$ cat src/hw/rtl/assert_macros.svh
// assertion macros used by the top-level rtl file
`ifndef ASSERT_MACROS_SVH
`define ASSERT_MACROS_SVH

`ifndef SYNTHESIS

// property must hold at every clock edge out of reset
`define SOR_ASSERT(label, clk, rstn, prop) \
    label: assert property (@(posedge clk) disable iff (!rstn) prop) \
        else $error("sor assertion failed");

// condition must never be seen out of reset
`define SOR_NEVER(label, clk, rstn, cond) \
    label: assert property (@(posedge clk) disable iff (!rstn) !(cond)) \
        else $error("sor forbidden condition seen");

`else

`define SOR_ASSERT(label, clk, rstn, prop)
`define SOR_NEVER(label, clk, rstn, cond)

`endif

`endif

$ cat src/hw/rtl/sor_pkg.sv
// types, register codes and helpers for the spiral order readout
package sor_pkg;

    localparam int ELEM_W = 32;
    localparam int SIZE_W = 4;
    localparam int IDX_W  = 3;
    localparam int CNT_W  = 7;

    typedef logic signed [ELEM_W-1:0] elem_t;
    typedef logic [SIZE_W-1:0]        size_t;
    typedef logic [IDX_W-1:0]         idx_t;
    typedef logic [CNT_W-1:0]         count_t;
    typedef logic [1:0]               reg_index_t;

    localparam reg_index_t REG_ROWS = 2'd0;
    localparam reg_index_t REG_COLS = 2'd1;

    localparam size_t SIZE_RESET = 4'd4;

    typedef enum logic {
        ST_LOAD,
        ST_READ
    } state_t;

    typedef enum logic [1:0] {
        DIR_RIGHT,
        DIR_DOWN,
        DIR_LEFT,
        DIR_UP
    } dir_t;

    // one spiral position handed from the sequencer to the read stage
    typedef struct packed {
        idx_t row;
        idx_t col;
        logic last;
    } coord_t;

    // zero counts as one, anything above the maximum saturates
    function automatic size_t clamp_size(size_t v, size_t maxv);
        size_t r;
        r = v;
        if (v == '0) begin
            r = size_t'(1);
        end else if (v > maxv) begin
            r = maxv;
        end
        return r;
    endfunction

endpackage

$ cat src/hw/rtl/sor_seq.sv
// spiral coordinate sequencer: one matrix position per step
module sor_seq import sor_pkg::*; (
    input  logic   aclk,
    input  logic   aresetn,
    input  logic   start,
    input  size_t  rows,
    input  size_t  cols,
    input  logic   step,
    output logic   busy,
    output coord_t coord
);

    logic   busy_reg, busy_next;
    dir_t   dir_reg, dir_next;
    idx_t   row_reg, row_next;
    idx_t   col_reg, col_next;
    idx_t   top_reg, top_next;
    idx_t   bottom_reg, bottom_next;
    idx_t   left_reg, left_next;
    idx_t   right_reg, right_next;
    count_t remain_reg, remain_next;
    logic [2*SIZE_W-1:0] total;

    assign total = (2*SIZE_W)'(rows) * (2*SIZE_W)'(cols);

    always_comb begin
        busy_next   = busy_reg;
        dir_next    = dir_reg;
        row_next    = row_reg;
        col_next    = col_reg;
        top_next    = top_reg;
        bottom_next = bottom_reg;
        left_next   = left_reg;
        right_next  = right_reg;
        remain_next = remain_reg;
        if (start) begin
            busy_next   = 1'b1;
            dir_next    = DIR_RIGHT;
            row_next    = '0;
            col_next    = '0;
            top_next    = '0;
            left_next   = '0;
            bottom_next = idx_t'(rows - size_t'(1));
            right_next  = idx_t'(cols - size_t'(1));
            remain_next = count_t'(total - (2*SIZE_W)'(1));
        end else if (step && busy_reg) begin
            if (remain_reg == '0) begin
                busy_next = 1'b0;
            end else begin
                remain_next = remain_reg - count_t'(1);
                // walk the current side, turn and shrink at its end
                case (dir_reg)
                    DIR_RIGHT: begin
                        if (col_reg < right_reg) begin
                            col_next = col_reg + idx_t'(1);
                        end else begin
                            top_next = top_reg + idx_t'(1);
                            row_next = row_reg + idx_t'(1);
                            dir_next = DIR_DOWN;
                        end
                    end
                    DIR_DOWN: begin
                        if (row_reg < bottom_reg) begin
                            row_next = row_reg + idx_t'(1);
                        end else begin
                            right_next = right_reg - idx_t'(1);
                            col_next   = col_reg - idx_t'(1);
                            dir_next   = DIR_LEFT;
                        end
                    end
                    DIR_LEFT: begin
                        if (col_reg > left_reg) begin
                            col_next = col_reg - idx_t'(1);
                        end else begin
                            bottom_next = bottom_reg - idx_t'(1);
                            row_next    = row_reg - idx_t'(1);
                            dir_next    = DIR_UP;
                        end
                    end
                    DIR_UP: begin
                        if (row_reg > top_reg) begin
                            row_next = row_reg - idx_t'(1);
                        end else begin
                            left_next = left_reg + idx_t'(1);
                            col_next  = col_reg + idx_t'(1);
                            dir_next  = DIR_RIGHT;
                        end
                    end
                    default: begin
                        dir_next = DIR_RIGHT;
                    end
                endcase
            end
        end
    end

    always_ff @(posedge aclk) begin
        if (!aresetn) begin
            busy_reg <= 1'b0;
            dir_reg  <= DIR_RIGHT;
        end else begin
            busy_reg <= busy_next;
            dir_reg  <= dir_next;
        end
    end

    always_ff @(posedge aclk) begin
        row_reg    <= row_next;
        col_reg    <= col_next;
        top_reg    <= top_next;
        bottom_reg <= bottom_next;
        left_reg   <= left_next;
        right_reg  <= right_next;
        remain_reg <= remain_next;
    end

    assign busy       = busy_reg;
    assign coord.row  = row_reg;
    assign coord.col  = col_reg;
    assign coord.last = (remain_reg == '0);

endmodule

$ cat src/hw/rtl/spiral_order_readout.sv
// top level of the spiral order readout
// Loads a rows_used x cols_used matrix one element per transaction in row-major
// order into a single-port store, then streams every element back out in
// clockwise spiral order with its row, column and a last flag on the final
// one. Loading accepts one element per cycle while s_valid is high, and
// readout gives one result per cycle when the sink is ready; both rates are
// set by the one store port, which writes during loading and reads during
// readout. After the last element is accepted, the sequencer starts and each
// result passes the read stage and the output stage. While a matrix is read
// out, s_ready stays low; it rises again once the last read is issued, so the
// next matrix can load while the final results drain. Size writes go through
// cfg_we and restart any partial load; zero counts as one and sizes above
// MAX_ROWS or MAX_COLS saturate. Store contents need no clearing, every entry
// is written before it is read.
`include "assert_macros.svh"

module spiral_order_readout import sor_pkg::*; #(
    parameter int MAX_ROWS = 8,
    parameter int MAX_COLS = 8
) (
    input  logic       aclk,
    input  logic       aresetn,
    // configuration writes
    input  logic       cfg_we,
    input  reg_index_t cfg_index,
    input  size_t      cfg_data,
    // element input
    input  logic       s_valid,
    output logic       s_ready,
    input  elem_t      s_element,
    // spiral output
    output logic       m_valid,
    input  logic       m_ready,
    output elem_t      m_element_out,
    output idx_t       m_row_index,
    output idx_t       m_col_index,
    output logic       m_last_of_run
);

    localparam int DEPTH    = MAX_ROWS * MAX_COLS;
    localparam int ADDR_W   = (DEPTH > 1) ? $clog2(DEPTH) : 1;
    localparam int LCNT_W   = $clog2(DEPTH + 1);
    localparam size_t MAX_ROWS_S = size_t'(MAX_ROWS);
    localparam size_t MAX_COLS_S = size_t'(MAX_COLS);

    // size registers, already clamped
    size_t rows_reg;
    size_t cols_reg;

    // load side
    logic [LCNT_W-1:0]   load_count_reg;
    logic [2*SIZE_W-1:0] total;
    logic                load_acc;
    logic                load_last;

    state_t state_reg, state_next;

    // matrix store, one synchronous read port
    elem_t mem [DEPTH];
    logic [2*SIZE_W-1:0] rd_lin;
    logic [ADDR_W-1:0]   rd_addr;

    // read stage and output stage
    logic   seq_busy;
    coord_t seq_coord;
    logic   issue;
    logic   out_free;
    logic   rd_valid_reg;
    coord_t rd_coord_reg;
    elem_t  rd_data_reg;
    logic   m_valid_reg;
    elem_t  m_element_reg;
    coord_t m_coord_reg;

    assign total     = (2*SIZE_W)'(rows_reg) * (2*SIZE_W)'(cols_reg);
    assign s_ready   = (state_reg == ST_LOAD);
    assign load_acc  = s_valid && s_ready;
    assign load_last = load_acc
                       && ((2*SIZE_W)'(load_count_reg) + (2*SIZE_W)'(1) == total);

    // config writes and load counter
    always_ff @(posedge aclk) begin
        if (!aresetn) begin
            rows_reg       <= clamp_size(SIZE_RESET, MAX_ROWS_S);
            cols_reg       <= clamp_size(SIZE_RESET, MAX_COLS_S);
            load_count_reg <= '0;
        end else if (cfg_we) begin
            case (cfg_index)
                REG_ROWS: begin
                    rows_reg       <= clamp_size(cfg_data, MAX_ROWS_S);
                    load_count_reg <= '0;
                end
                REG_COLS: begin
                    cols_reg       <= clamp_size(cfg_data, MAX_COLS_S);
                    load_count_reg <= '0;
                end
                default: begin
                    load_count_reg <= load_count_reg;
                end
            endcase
        end else if (load_acc) begin
            if (load_last) begin
                load_count_reg <= '0;
            end else begin
                load_count_reg <= load_count_reg + LCNT_W'(1);
            end
        end
    end

    // load until the last element, then read out the spiral
    always_comb begin
        state_next = state_reg;
        case (state_reg)
            ST_LOAD: begin
                if (load_last) begin
                    state_next = ST_READ;
                end
            end
            ST_READ: begin
                if (issue && seq_coord.last) begin
                    state_next = ST_LOAD;
                end
            end
            default: begin
                state_next = ST_LOAD;
            end
        endcase
    end

    always_ff @(posedge aclk) begin
        if (!aresetn) begin
            state_reg <= ST_LOAD;
        end else begin
            state_reg <= state_next;
        end
    end

    sor_seq u_seq (
        .aclk    (aclk),
        .aresetn (aresetn),
        .start   (load_last),
        .rows    (rows_reg),
        .cols    (cols_reg),
        .step    (issue),
        .busy    (seq_busy),
        .coord   (seq_coord)
    );

    // while the sequencer is busy, a read is issued whenever the read stage is empty or moving on
    assign out_free = !m_valid_reg || m_ready;
    assign issue    = seq_busy && (!rd_valid_reg || out_free);

    // row-major address with stride cols_used
    assign rd_lin  = (2*SIZE_W)'(seq_coord.row) * (2*SIZE_W)'(cols_reg)
                     + (2*SIZE_W)'(seq_coord.col);
    assign rd_addr = rd_lin[ADDR_W-1:0];

    // store writes while loading and reads while reading out, never both
    always_ff @(posedge aclk) begin
        if (load_acc) begin
            mem[load_count_reg[ADDR_W-1:0]] <= s_element;
        end
        if (issue) begin
            rd_data_reg <= mem[rd_addr];
        end
    end

    always_ff @(posedge aclk) begin
        if (issue) begin
            rd_coord_reg <= seq_coord;
        end
        if (rd_valid_reg && out_free) begin
            m_element_reg <= rd_data_reg;
            m_coord_reg   <= rd_coord_reg;
        end
    end

    always_ff @(posedge aclk) begin
        if (!aresetn) begin
            rd_valid_reg <= 1'b0;
            m_valid_reg  <= 1'b0;
        end else begin
            rd_valid_reg <= issue || (rd_valid_reg && !out_free);
            if (out_free) begin
                m_valid_reg <= rd_valid_reg;
            end
        end
    end

    assign m_valid       = m_valid_reg;
    assign m_element_out = m_element_reg;
    assign m_row_index   = m_coord_reg.row;
    assign m_col_index   = m_coord_reg.col;
    assign m_last_of_run = m_coord_reg.last;

    // loading and readout never overlap on the store port
    `SOR_NEVER(a_no_load_in_read, aclk, aresetn, s_ready && seq_busy)
    // the last element starts the sequencer
    `SOR_ASSERT(a_start_busy, aclk, aresetn, load_last |=> seq_busy)
    // a stalled read stage keeps its entry
    `SOR_ASSERT(a_rd_hold, aclk, aresetn,
        rd_valid_reg && !out_free |=> rd_valid_reg && $stable(rd_coord_reg))
    // issuing the final position ends the readout
    `SOR_ASSERT(a_last_ends, aclk, aresetn,
        issue && seq_coord.last |=> !seq_busy && (state_reg == ST_LOAD))

endmodule
$ cat config.mk
export PLATFORM = sky130hd
export DESIGN_NAME = spiral_order_readout
export DESIGN_NICKNAME = d
export VERILOG_FILES = /design/src/hw/rtl/sor_pkg.sv /design/src/hw/rtl/sor_seq.sv /design/src/hw/rtl/spiral_order_readout.sv
export VERILOG_INCLUDE_DIRS = /design/src /design/src/hw/rtl
export SDC_FILE = /design/constraint.sdc
export NUM_CORES = 2
export LEC_CHECK = 0
export ABC_CLOCK_PERIOD_IN_PS = 5800
export BUFFER_PORTS_ARGS = -buffer_cell sky130_fd_sc_hd__buf_2
export CELL_PAD_IN_SITES_DETAIL_PLACEMENT = 0
export CELL_PAD_IN_SITES_GLOBAL_PLACEMENT = 1
export CORE_MARGIN = 2
export CORE_UTILIZATION = 51
export CTS_CLUSTER_DIAMETER = 60
export DETAILED_ROUTE_END_ITERATION = 6
export PLACE_DENSITY_LB_ADDON = 0.15
export SETUP_SLACK_MARGIN = 0.2
export SYNTH_ARGS = -nofsm -noshare
export SYNTH_HDL_FRONTEND = slang
export SYNTH_HIERARCHICAL = 1
export SYNTH_SLANG_ARGS = --single-unit
$ cat constraint.sdc
create_clock -name aclk -period 5.8 [get_ports aclk]
set_input_delay 1.16 -clock aclk [delete_from_list [all_inputs] [get_ports aclk]]
set_output_delay 1.16 -clock aclk [all_outputs]
set_load 0.03 [all_outputs]
==> results by group <==
Routing
  • Post-route ant nets: 0
  • Drt first pass iters: 5
  • Initial DRC count: 5,181
  • # DRC: 0
  • Post-DR wirelength/cell: 34.9 um
  • Final WL: 220,000 um
  • Via count: 40,200
  • Vias per cell: 6.38

Pwr
  • Peak supply drop: 0.366 mV
  • Total power: 34.7 mW
  • Leak Pwr: 30.9 nW
  • PwrDens: 360 nW/um^2

Die
  • Initial core utilization: 51.3%
  • IO Pins: 84
  • Die W: 411 um
  • Rows: 149
  • Core area: 165,000 sq um
  • Die Height: 411 um
  • Die footprint: 169,000 sq um

Synthesis
  • Cells after Synth: 3,627
  • Async S/R FF share, synth: 0%
  • Synth Net Count: 3,742
  • FF+latch count, synth: 2,172
  • Synth unique cells: 60
  • Avg Cell Area, Syn: 23.3 sq um
  • Top_reg_cell synth: edfxtp_1
  • Sequential-to-total area share from yosys stat: 76.7%
  • Synthesized cell area: 84,600 sq um
  • EDFF count, synth: 2,139
  • Syn. warnings: 6

Worst hold path
  • Hold Startpoint: rd_data_reg[28]
  • Hold WC Path Type: reg2reg
  • WHS Path Cells: 0
  • Worst hold endpoint: m_element_out[28]

Critical path
  • Setup CP Type: reg2reg
  • R2R depth: 10
  • Critical Path Start Type: register
  • WP data arrival: 5970 ps
  • End of the worst register-to-register path: rd_data_reg[4]
  • Origin of the critical flop-to-flop path: u_seq/row_reg[0]
  • CP required: 6310 ps
  • R2R Setup Slk: 340 ps
  • Worst-path maximum fanout: 68
  • Worst Setup End Kind: register

Clock network
  • CTS Buf Count: 214
  • Worst skew pair latency: 860 ps
  • Worst-path clk slew: 60 ps
  • CTS tree: yes
  • CTS Hold Bufs: 0
  • Clk sinks: 2,172
  • Root buffer cell: clkbuf_16
  • Max clock buf depth: 3
  • Htree depth: 4

Global routing
  • Met1 Track Usage GR: 38.0%
  • First-pass GRT wire length: 309,000 um
  • Met3 global-route usage: 4.56%
  • GRT busiest layer: met2
  • Met2 usage: 42.6%
  • Antenna violations before repair: 17
  • Total track usage: 26.4%
  • Grt total ovfl: 0
  • Vias in the first global route: 40,800
  • Largest net degree at the start of global routing: 69

STA
  • Final Hold Fails: 0
  • Setup violators final: 0
  • RSZ-0062 raised after global routing: no
  • Final Cycle Share: 94.1%
  • Worst slew pin tran: 1260 ps
  • Fmax: 183 MHz
  • Pins Over Slew Limit: 0
  • Slew margin rel.: 15.9%
  • Fin crit period: 5460 ps
  • Clk_skew: 23.7 ps
  • Fin Hold WS: 423 ps
  • Final TNS setup: 0 ps

Layout
  • Layout Cells excl Fill: 6,301
  • Share of post-route cells with drive strength above 1: 31.1%
  • Finished Core Util: 58.5%
  • Syn-to-layout area delta: 13.8%
  • Largest register FFs: 2,048
  • Final nets: 4,038

Placed design
  • Inst Count DP: 5,895
  • Port Buffers: 83
  • Detail Placement HPWL: 123,000 um
  • RePlAce Congestion: 0.790

Job
  • Max cap viols: 0

Outcome
  • Outcome: finished, final reports clean
## layout by cell type, fill, tap and decap left out, types with 6 or more instances in the layout
cell type and n:
a211oi_1 28, a21o_1 8, a21oi_1 30, and2_1 27, buf_12 45, buf_2 83
buf_4 125, bufinv_16 22, clkbuf_1 55, clkbuf_16 219, clkinv_1 41, clkinv_2 39
clkinvlp_4 8, dfxtp_1 33, diode_2 6, edfxtp_1 2139, fa_1 14, ha_1 55
inv_1 64, inv_6 8, mux2i_1 96, mux4_2 630, nand2_1 52, nand2b_1 6
nand3_1 17, nor2_1 28, nor2_4 62, nor2b_1 27, o211ai_1 12, o21ai_0 12
xnor2_1 23, xor2_1 11
## synthesized netlist by cell type (15+ instances only)
cell type,n,area [sq um]
a21oi_1,30,150
nor2_1,91,342
mux4_2,630,14200
clkbuf_1,73,274
dfxtp_1,33,661
and2_1,27,169
inv_1,64,240
edfxtp_1,2139,64200
nand2_1,52,195
a211oi_1,28,210
fa_1,15,300
xnor2_1,25,219
nand3_1,17,85.1
nor2b_1,28,175
ha_1,57,713
buf_2,83,415
mux2i_1,98,981
## timing repair
item / 4_1_cts / 5_1_grt
buffers inserted: 0 / 0
endpoints found under the setup margin: 1 / 1
resized for setup: 1 / 1
## worst max-delay path, cell delays in order (launching register included)
cell	delay (ps)
dfxtp_1	400
and2_1	230
fa_1	550
inv_1	50
fa_1	470
fa_4	1070
buf_12	380
mux4_2	400
mux4_2	510
mux2i_1	600
mux2i_1	360
## power by group
| part | switching, mW | internal [mW] |
|---|---|---|
| Combinational | 1.73 | 1.88 |
| Clock | 5.85 | 7.90 |
| Sequential | 0.0280 | 17.3 |
## cell families (layout without fill, tap and decap cells)
| logic type | Yosys count | after routing | share of synthesized area (%) |
|---|---|---|---|
| and+or+nand+nor | 248 | 248 | 1.42 |
| DFF | 2172 | 2172 | 76.7 |
| other | 0 | 6 | 0 |
| AOI/OAI and AO/OA | 126 | 126 | 1.04 |
| adders and majority gates | 72 | 72 | 1.20 |
| xor gates and xnor gates | 38 | 38 | 0.410 |
| buffers and inverters | 238 | 717 | 1.26 |
| muxes | 733 | 733 | 18.0 |
## final cells by class
class                      instances  area (sq um)
fill                           11600         68500
sequential                      2172         64900
multi-input combinational       1217         19200
clock buffer                     274          5690
tap                             2189          2740
timing repair buffer             254          2280
clock inverter                   125          1240
inverter                          64           240
antenna                            6          15.0
## worst max-delay path by stage
stage | startpoint | cells after the start | slack (ps) | to
after global routing | u_seq/row_reg[0] | 10 | 240 | rd_data_reg[4]
after floorplan | m_ready | 7 | 1040 | u_seq/col_reg[2]
after CTS | u_seq/row_reg[0] | 12 | 340 | rd_data_reg[18]
after global placement | u_seq/row_reg[0] | 10 | 180 | rd_data_reg[31]
after detailed placement | u_seq/row_reg[0] | 10 | 150 | rd_data_reg[31]
final | u_seq/row_reg[0] | 10 | 340 | rd_data_reg[4]
## layer usage
metal,up-vias,routed length (um)
met1,22000,89200
met4,6,4610
met2,1905,108000
li1,16000,-
met5,-,28
met3,321,17800
## through the flow
stage	area [sq um]	setup slack [ps]
finish	96300	341
global route	96300	237
CTS	96300	340
detailed placement	89400	146
global placement	89400	180
floorplan	84600	1040
Note: power is estimated with default switching activity, not from simulation.
